==> src/rtl/sme_pkg.sv <==
// Package: shared types, constants and opcode/fault codes for the stack machine executor
`timescale 1ns / 1ps
package sme_pkg;

  localparam int unsigned STACK_DEPTH_DEF = 256;
  localparam int unsigned PC_BITS_DEF     = 16;
  localparam int unsigned OP_W            = 5;
  localparam int unsigned DATA_W          = 32;
  localparam int unsigned PLEN_W          = 16;
  localparam int unsigned FAULT_W         = 3;

  typedef enum logic [OP_W-1:0] {
    OP_PRINT = 5'd0,  OP_STORE = 5'd1,  OP_LOAD  = 5'd2,  OP_PUSH = 5'd3,
    OP_JUMPZ = 5'd4,  OP_JUMP  = 5'd5,  OP_HALT  = 5'd6,  OP_ADD  = 5'd7,
    OP_SUB   = 5'd8,  OP_MUL   = 5'd9,  OP_DIV   = 5'd10, OP_GT   = 5'd11,
    OP_GE    = 5'd12, OP_LT    = 5'd13, OP_LE    = 5'd14, OP_EQ   = 5'd15,
    OP_NE    = 5'd16, OP_AND   = 5'd17, OP_OR    = 5'd18, OP_NEG  = 5'd19,
    OP_NOT   = 5'd20
  } sme_op_t;

  localparam logic [OP_W-1:0] OP_LAST = 5'd20;

  typedef enum logic [FAULT_W-1:0] {
    FLT_NONE = 3'd0, FLT_UNDER = 3'd1, FLT_OVER = 3'd2, FLT_ADDR_NEG = 3'd3,
    FLT_ADDR_BIG = 3'd4, FLT_PROG = 3'd5, FLT_OPCODE = 3'd6, FLT_DIV0 = 3'd7
  } fault_t;

  typedef enum logic [2:0] {
    ST_IDLE, ST_RD_A, ST_RD_B, ST_EXEC, ST_LOAD, ST_DIV, ST_WRITE, ST_OUT
  } state_t;

  // controller -> datapath
  typedef struct packed {
    logic start;     // latch input word, run decode checks
    logic rd_a;      // read top of stack
    logic rd_b;      // read second entry
    logic exec;      // evaluate op, register result and faults
    logic rd_mem;    // load: read addressed word
    logic div_start;
    logic commit;    // write back and update architectural state
  } sme_cmd_t;

  // datapath -> controller
  typedef struct packed {
    logic run;       // not halted/faulted and pre-checks passed
    logic need_a;
    logic need_b;
    logic is_load;
    logic is_div;
    logic div_done;
    logic exec_ok;
  } sme_stat_t;

  function automatic logic [1:0] pop_count(input logic [OP_W-1:0] op);
    logic [1:0] n;
    case (op)
      OP_PRINT, OP_LOAD, OP_JUMPZ, OP_NEG, OP_NOT: n = 2'd1;
      OP_PUSH, OP_JUMP, OP_HALT: n = 2'd0;
      default: n = 2'd2;
    endcase
    return n;
  endfunction

  function automatic logic push_count(input logic [OP_W-1:0] op);
    logic p;
    case (op)
      OP_PRINT, OP_STORE, OP_JUMPZ, OP_JUMP, OP_HALT: p = 1'b0;
      default: p = 1'b1;
    endcase
    return p;
  endfunction

endpackage

==> src/rtl/sme_controller.sv <==
// Controller: sequences reads, execute, load/divide and write-back for one instruction
`timescale 1ns / 1ps
module sme_controller (
  input  logic               clk,
  input  logic               rst_n,
  input  logic               in_valid,
  output logic               in_ready,
  output logic               out_valid,
  input  logic               out_ready,
  input  sme_pkg::sme_stat_t stat,
  output sme_pkg::sme_cmd_t  cmd
);
  sme_pkg::state_t st_r, st_nxt;

  always_comb begin
    st_nxt = st_r;
    case (st_r)
      sme_pkg::ST_IDLE:  if (in_valid) st_nxt = sme_pkg::ST_RD_A;
      sme_pkg::ST_RD_A:
        if (!stat.run)        st_nxt = sme_pkg::ST_WRITE;
        else if (stat.need_b) st_nxt = sme_pkg::ST_RD_B;
        else                  st_nxt = sme_pkg::ST_EXEC;
      sme_pkg::ST_RD_B:  st_nxt = sme_pkg::ST_EXEC;
      sme_pkg::ST_EXEC:
        if (stat.exec_ok && stat.is_load)     st_nxt = sme_pkg::ST_LOAD;
        else if (stat.exec_ok && stat.is_div) st_nxt = sme_pkg::ST_DIV;
        else                                  st_nxt = sme_pkg::ST_WRITE;
      sme_pkg::ST_LOAD:  st_nxt = sme_pkg::ST_WRITE;
      sme_pkg::ST_DIV:   if (stat.div_done) st_nxt = sme_pkg::ST_WRITE;
      sme_pkg::ST_WRITE: st_nxt = sme_pkg::ST_OUT;
      sme_pkg::ST_OUT:   if (out_ready) st_nxt = in_valid ? sme_pkg::ST_RD_A : sme_pkg::ST_IDLE;
      default:           st_nxt = sme_pkg::ST_IDLE;
    endcase
  end

  // a word waiting in ST_OUT may be taken while the next one is accepted
  always_comb begin
    cmd = '0;
    in_ready  = (st_r == sme_pkg::ST_IDLE) || (st_r == sme_pkg::ST_OUT && out_ready);
    out_valid = (st_r == sme_pkg::ST_OUT);
    cmd.start = in_ready && in_valid;
    case (st_r)
      sme_pkg::ST_RD_A:  cmd.rd_a = stat.run && stat.need_a;
      sme_pkg::ST_RD_B:  cmd.rd_b = 1'b1;
      sme_pkg::ST_EXEC: begin
        cmd.exec      = 1'b1;
        cmd.rd_mem    = stat.exec_ok && stat.is_load;
        cmd.div_start = stat.exec_ok && stat.is_div;
      end
      sme_pkg::ST_WRITE: cmd.commit = 1'b1;
      default: ;
    endcase
  end

  always_ff @(posedge clk) begin
    if (!rst_n) st_r <= sme_pkg::ST_IDLE;
    else        st_r <= st_nxt;
  end
endmodule

==> config.mk <==
export PLATFORM = sky130hd
export DESIGN_NAME = sme_controller
export DESIGN_NICKNAME = d
export VERILOG_FILES = /design/src/rtl/sme_pkg.sv /design/src/rtl/sme_controller.sv
export SDC_FILE = /design/constraint.sdc
export NUM_CORES = 1
export LEC_CHECK = 0
export ABC_AREA = 0
export BUFFER_PORTS_ARGS = -buffer_cell sky130_fd_sc_hd__buf_4
export CAP_MARGIN = 10
export CORE_AREA = 2 2 39 41
export DETAILED_ROUTE_END_ITERATION = 8
export DIE_AREA = 0 0 41 43
export PLACE_DENSITY = 0.45
export SYNTH_ARGS = -nofsm -noshare
export SYNTH_HDL_FRONTEND = slang
export SYNTH_SLANG_ARGS = --single-unit
==> constraint.sdc <==
create_clock -name clk -period 1.9 [get_ports clk]
set_input_delay 0.19 -clock clk [delete_from_list [all_inputs] [get_ports clk]]
set_output_delay 0.19 -clock clk [all_outputs]
set_load 0.01 [all_outputs]
Word-level counts from Yosys, hierarchy flattened
Index checks and enable logic that the tools add are counted.
{"block": "totals", "reg_bits": 3, "elab_cells": 32, "in_bits": 11}
{"block": "classes", "eq_ne": 10, "mux": 13, "reduce_logical": 8}
{"cell": "$pmux 3 s8", "n": 1}
{"cell": "$mux 3", "n": 5}
{"cell": "$eq 3x3->1 const B", "n": 4}
{"cell": "$eq 3x2->1 const B", "n": 2}
{"cell": "$logic_and 1x1->1", "n": 5}
{"cell": "$mux 1", "n": 5}
{"cell": "$mux 2", "n": 2}
{"cell": "$ne 2x2->1 const B", "n": 2}
{"cell": "$eq 3x1->1 const B", "n": 1}
{"cell": "$logic_not 3->1", "n": 1}
{"cell": "$reduce_and 3->1", "n": 1}
{"cell": "$ne 2x1->1 const B", "n": 1}
{"cell": "$logic_or 1x1->1", "n": 1}

Depth between registers and ports, before layout
Gate-level depths: netlist of the first run.
{"block": "logic_depth", "word_depth": 4, "mapped_depth": 5}

Worst setup path after synthesis of the first run
Ideal clock, no wire load.
{"block": "synth_path", "path_kind": "register to output", "start": "reg st_r[1]", "end": "out cmd[6] in the netlist's numbering", "arrival_time_ns": 1.106, "stages_incl_launch_ff": 5, "path_buffers": 1, "path_slack_ns": 0.604, "path_cell_list": "dfxtp_1 > buf_2 > and3_1 > a21o_1 > and2_1"}
{"item": "start: declaration", "line_no": "sme_controller.sv:13", "source": "sme_pkg::state_t st_r, st_nxt;"}
{"item": "start signal: assignment", "line_no": "sme_controller.sv:56", "source": "if (!rst_n) st_r <= sme_pkg::ST_IDLE;"}
{"item": "start signal: assignment", "line_no": "sme_controller.sv:57", "source": "else st_r <= st_nxt;"}
{"item": "end: declaration", "line_no": "sme_controller.sv:11", "source": "output sme_pkg::sme_cmd_t cmd"}

==> impl_metrics.env, run 1 <==
export IMPL_required_ps=1710
export IMPL_core_area_um2=1384
export IMPL_tightest_slew_ps=409.4
export IMPL_multi_input_area_um2=220.2
export IMPL_drv_slew=0
export IMPL_path_clk_slew_ps=30
export IMPL_pre_cts_ws_ps=510.1
export IMPL_fill_cells=162
export IMPL_drive_above_1_share_pct=43.55
export IMPL_startpoint_type="register"
export IMPL_r2r_setup_slack_ps=520
export IMPL_ir_worst_vdd_uv=411.4
export IMPL_synth_xor_area_share_pct=0
export IMPL_crit_fanout=14
export IMPL_largest_register="st_r"
export IMPL_cts_sinks=3
export IMPL_largest_reg_flops=3
export IMPL_finalSetupViolCount=0
export IMPL_avgSynthCellArea_um2=7.120
export IMPL_power_mw=0.6261
export IMPL_rsz0062_at_grt="false"
export IMPL_hold_path_class="input pin to register"
export IMPL_layout_commonest_cell="buf_4"
export IMPL_overflow=0
export IMPL_start_util_pct=21.61
export IMPL_synthAdderAreaFrac_pct=0
export IMPL_leakagePower_nw=0.2343
export IMPL_drc_errors=0
export IMPL_dieHeight_um=43
export IMPL_status="completed"
export IMPL_postCtsHoldBufs=0
export IMPL_timing_final_crit_share_pct=85.35
export IMPL_die_area_um2=1763
export IMPL_critPathKind="register to primary output"
export IMPL_seq_area_um2=60.06
export IMPL_hold_viol_final=0
export IMPL_stdcell_count=78
export IMPL_fin_hold_ws_ps=178.1
export IMPL_place_inst=74
export IMPL_worst_slack_ps=278.4
export IMPL_grt_pass1_wl_mm=1.186
export IMPL_routedWlPerCell_um=10.60
export IMPL_yosys_mux_area_fraction_pct=3.766
export IMPL_final_net_count=74
export IMPL_syn_num_nets=53
export IMPL_endpoint_kind="primary output"
export IMPL_root_buffer="clkbuf_4"
export IMPL_synthDistinctLibCells=26
export IMPL_synth_simple_gate_area_share_pct=45.19
export IMPL_grt_antenna_before_repair=0
export IMPL_reg_largest_list="st_r x3"
export IMPL_fmax_mhz=616.7
export IMPL_layout_common_cells="buf_4, nand2_1"
export IMPL_synth_top_family_by_area="simple AND/OR/NAND/NOR gates"
export IMPL_vias=360
export IMPL_grt_max_degree=15
export IMPL_clockBufferDepth=2
export IMPL_arrival_ps=1430
export IMPL_min_period_ps=1622
export IMPL_skew_ps=1.536
export IMPL_antenna_cells=0
export IMPL_ys_warn_count=0
export IMPL_grt_pass1_vias=307
export IMPL_synth_area_um2=299.0
export IMPL_relSlewSlack_pct=72.67
export IMPL_areaGrowthSynthToFinish_pct=58.16
export IMPL_htreeDepth=1
export IMPL_syn_inst=42
export IMPL_post_cts_setup_buffers=0
export IMPL_setup_tns_ps=0
export IMPL_viasPerCell=4.615
export IMPL_antenna_left=0
export IMPL_ios=20
export IMPL_drtPass1Iterations=2
export IMPL_synth_compound_area_share_pct=24.69
export IMPL_dpl_cell_area_um2=446.7
export IMPL_grt_total_usage_pct=10.02
export IMPL_maxCapViolations=0
export IMPL_cts_resized=0
export IMPL_synth_seq_area_share_pct=20.08
export IMPL_place_congestion=0.6161
export IMPL_finish_utilization_pct=34.18
export IMPL_chipWidth_um=41
export IMPL_cts_tree="built"
export IMPL_rows=14
export IMPL_fin_area_um2=473.0
export IMPL_ys_ff_latch=3
export IMPL_drt_wl_total_um=827
export IMPL_dp_hpwl_um=643.3
export IMPL_worstSkewPairLatency_ps=230
export IMPL_first_iter_violations=3
export IMPL_power_density_nw_per_um2=1324
export IMPL_numCtsBuffers=3
export IMPL_portBuffers=19
==> Yosys cell counts, drive strengths merged <==
cell | count | area share, %
buf | 3 | 5.0
o21ba | 1 | 3.3
nor2b | 1 | 2.1
nand3b | 1 | 2.5
nand2b | 3 | 6.3
nor3b | 1 | 2.5
nand2 | 5 | 6.3
a21oi | 3 | 5.0
nand3 | 1 | 1.7
and3b | 1 | 2.9
nor2 | 2 | 3.3
nor3 | 2 | 3.3
and3 | 3 | 6.3
mux2 | 1 | 3.8
a31oi | 1 | 2.1
or2 | 1 | 2.1
o21a | 1 | 2.5
a221oi | 1 | 2.9
o21ai | 3 | 6.3
dfxtp | 3 | 20
and2 | 1 | 2.1
a21o | 1 | 2.5
inv | 1 | 1.3
or4 | 1 | 3.8
==> power breakdown <==
part           leakage [nW]  internal, mW  switching [mW]
Sequential           0.0250        0.0932          0.0909
Clock                0.0150        0.0785          0.0301
Combinational         0.194         0.200           0.133
==> metal layers <==
metal	up-vias	global-route usage (%)	share of wire, %
met1	154	10.86	40
met3	2	3.665	12
li1	189	-	-
met4	0	8.000	1.3
met5	-	0	0
met2	15	14.69	46
==> worst paths after layout <==
check | startpoint | endpoint | depth (start not counted)
worst min register to register | st_r[2]$_SDFFE_PN0P_ | st_r[0]$_SDFFE_PN0P_ | 3
worst min-delay path | rst_n | st_r[1]$_SDFFE_PN0P_ | 2
worst max register to register | st_r[2]$_SDFFE_PN0P_ | st_r[2]$_SDFFE_PN0P_ | 4
worst max-delay path | st_r[0]$_SDFFE_PN0P_ | cmd[6] | 4
==> area by class of cell <==
| cell class | instances | area share, % |
|---|---|---|
| clock buffer | 4 | 5.556 |
| inverter | 1 | 0.7937 |
| multi-input combinational | 35 | 46.56 |
| sequential | 3 | 12.70 |
| tap | 16 | 4.233 |
| timing repair buffer | 19 | 30.16 |
==> worst max-delay path, cell delays in order (launching register included) <==
cell and delay (ps):
dfxtp_1 560, and3_1 270, a21o_1 140, and2_1 120
buf_4 110
==> kinds of logic (layout without fill, tap and decap cells) <==
logic type             Yosys count  in the layout
DFF                              3              3
AOI/OAI and AO/OA               11             11
muxes                            1              1
buffers and inverters            4             24
and+or+nand+nor                 23             23
No activity file was read; power rests on OpenSTA's default activity.
==> run 2, diff against run 1 <==
- RECOVER_POWER: not set -> 50
==> impl_metrics.env, run 2 (synthesized netlist as in run 1, its figures left out) <==
export IMPL_status="completed"
export IMPL_first_iter_violations=4
export IMPL_rr_endpoint="st_r[2]$_SDFFE_PN0P_"
export IMPL_timing_final_crit_share_pct=84.79
export IMPL_vias=364
export IMPL_required_ps=1710
export IMPL_postCtsHoldBufs=0
export IMPL_r2r_setup_slack_ps=480
export IMPL_overflow=0
export IMPL_ios=20
export IMPL_layout_common_cells="buf_4, nand2_1, clkbuf_1"
export IMPL_grt_total_usage_pct=10.02
export IMPL_startpoint_type="register"
export IMPL_maxCapViolations=0
export IMPL_hold_path_class="input pin to register"
export IMPL_crit_buf_inv=1
export IMPL_reg_largest_list="st_r x3"
export IMPL_antenna_cells=0
export IMPL_core_area_um2=1384
export IMPL_dpl_cell_area_um2=446.7
export IMPL_hold_path_startpoint="rst_n"
export IMPL_holdPathStages=2
export IMPL_power_density_nw_per_um2=1307
export IMPL_hold_viol_final=0
export IMPL_leakagePower_nw=0.2188
export IMPL_die_area_um2=1763
export IMPL_drt_wl_total_um=826
export IMPL_fin_area_um2=454.2
export IMPL_ff2ff_path_depth=4
export IMPL_areaGrowthSynthToFinish_pct=51.88
export IMPL_min_period_ps=1611
export IMPL_tightest_slew_ps=396.6
export IMPL_start_util_pct=21.61
export IMPL_relSlewSlack_pct=73.53
export IMPL_routedWlPerCell_um=10.59
export IMPL_drtPass1Iterations=2
export IMPL_antenna_left=0
export IMPL_largest_register="st_r"
export IMPL_grt_pass1_vias=307
export IMPL_hold_end="st_r[1]$_SDFFE_PN0P_"
export IMPL_numCtsBuffers=3
export IMPL_cp_slowest_cell="dfxtp_1"
export IMPL_power_mw=0.5937
export IMPL_grt_antenna_before_repair=0
export IMPL_root_buffer="clkbuf_4"
export IMPL_crit_fanout=14
export IMPL_endpoint_kind="primary output"
export IMPL_worstSkewPairLatency_ps=230
export IMPL_chipWidth_um=41
export IMPL_skew_ps=1.535
export IMPL_cts_sinks=3
export IMPL_cts_tree="built"
export IMPL_grt_max_degree=15
export IMPL_slowest_delay_ps=550
export IMPL_regToRegStartpoint="st_r[2]$_SDFFE_PN0P_"
export IMPL_cts_resized=0
export IMPL_worst_slack_ps=289.0
export IMPL_dp_hpwl_um=643.3
export IMPL_portBuffers=19
export IMPL_htreeDepth=1
export IMPL_largest_reg_flops=3
export IMPL_rows=14
export IMPL_drv_slew=0
export IMPL_post_cts_setup_buffers=0
export IMPL_path_clk_slew_ps=30
export IMPL_rsz0062_at_grt="false"
export IMPL_fmax_mhz=620.7
export IMPL_grt_pass1_wl_mm=1.186
export IMPL_worstPathCellList="and3_1 -> a21o_1 -> and2_1 -> buf_4"
export IMPL_setup_tns_ps=0
export IMPL_ir_worst_vdd_uv=383.0
export IMPL_critPathKind="register to primary output"
export IMPL_path_delay_family="flip-flops"
export IMPL_arrival_ps=1420
export IMPL_dieHeight_um=43
export IMPL_finalSetupViolCount=0
export IMPL_final_net_count=74
export IMPL_clockBufferDepth=2
export IMPL_drc_errors=0
export IMPL_place_congestion=0.6161
export IMPL_pre_cts_ws_ps=510.1
export IMPL_layout_commonest_cell="buf_4"
export IMPL_drive_above_1_share_pct=35.48
export IMPL_viasPerCell=4.667
run 2: layout make-up:
cell class	count	area, um2
clock buffers	4	26.28
flip-flops and latches	3	60.06
multi-input cells	35	212.7
fillers	170	929.6
repair buffers	19	131.4
well taps	16	20.02
inverters	1	3.754
run 2: how the worst max path moves through the flow:
stage / from / slack (ps) / end / cells after the start
after floorplan: st_r[1]$_SDFFE_PN0P_ / 600 / cmd[6] / 4
after global placement: st_r[2]$_SDFFE_PN0P_ / 530 / st_r[2]$_SDFFE_PN0P_ / 4
after detailed placement: st_r[0]$_SDFFE_PN0P_ / 510 / cmd[6] / 4
after CTS: st_r[2]$_SDFFE_PN0P_ / 260 / cmd[6] / 4
after global routing: st_r[0]$_SDFFE_PN0P_ / 160 / cmd[6] / 4
final: st_r[0]$_SDFFE_PN0P_ / 290 / cmd[6] / 4
run 2: per-stage QoR:
step,instances,utilization [%],hold WS (ps)
3_3_place_gp,74,32.28,420.9
4_1_cts,78,34.18,178.7
2_1_floorplan,42,-,307.5
3_5_place_dp,74,32.28,416.7
5_1_grt,78,32.82,174.2
6_report,78,32.82,178.9
run 2: metal layers:
| layer | up-vias | part of all wire, % | track usage, % |
|---|---|---|---|
| met4 | 0 | 1.3 | 8.000 |
| met1 | 155 | 41 | 10.86 |
| met3 | 2 | 12 | 3.665 |
| met2 | 15 | 45 | 14.69 |
| met5 | - | 0 | 0 |
| li1 | 192 | - | - |
run 2: power breakdown:
group / switching, mW / internal [mW]
Clock: 0.0299 / 0.0785
Sequential: 0.0876 / 0.0932
Combinational: 0.128 / 0.176
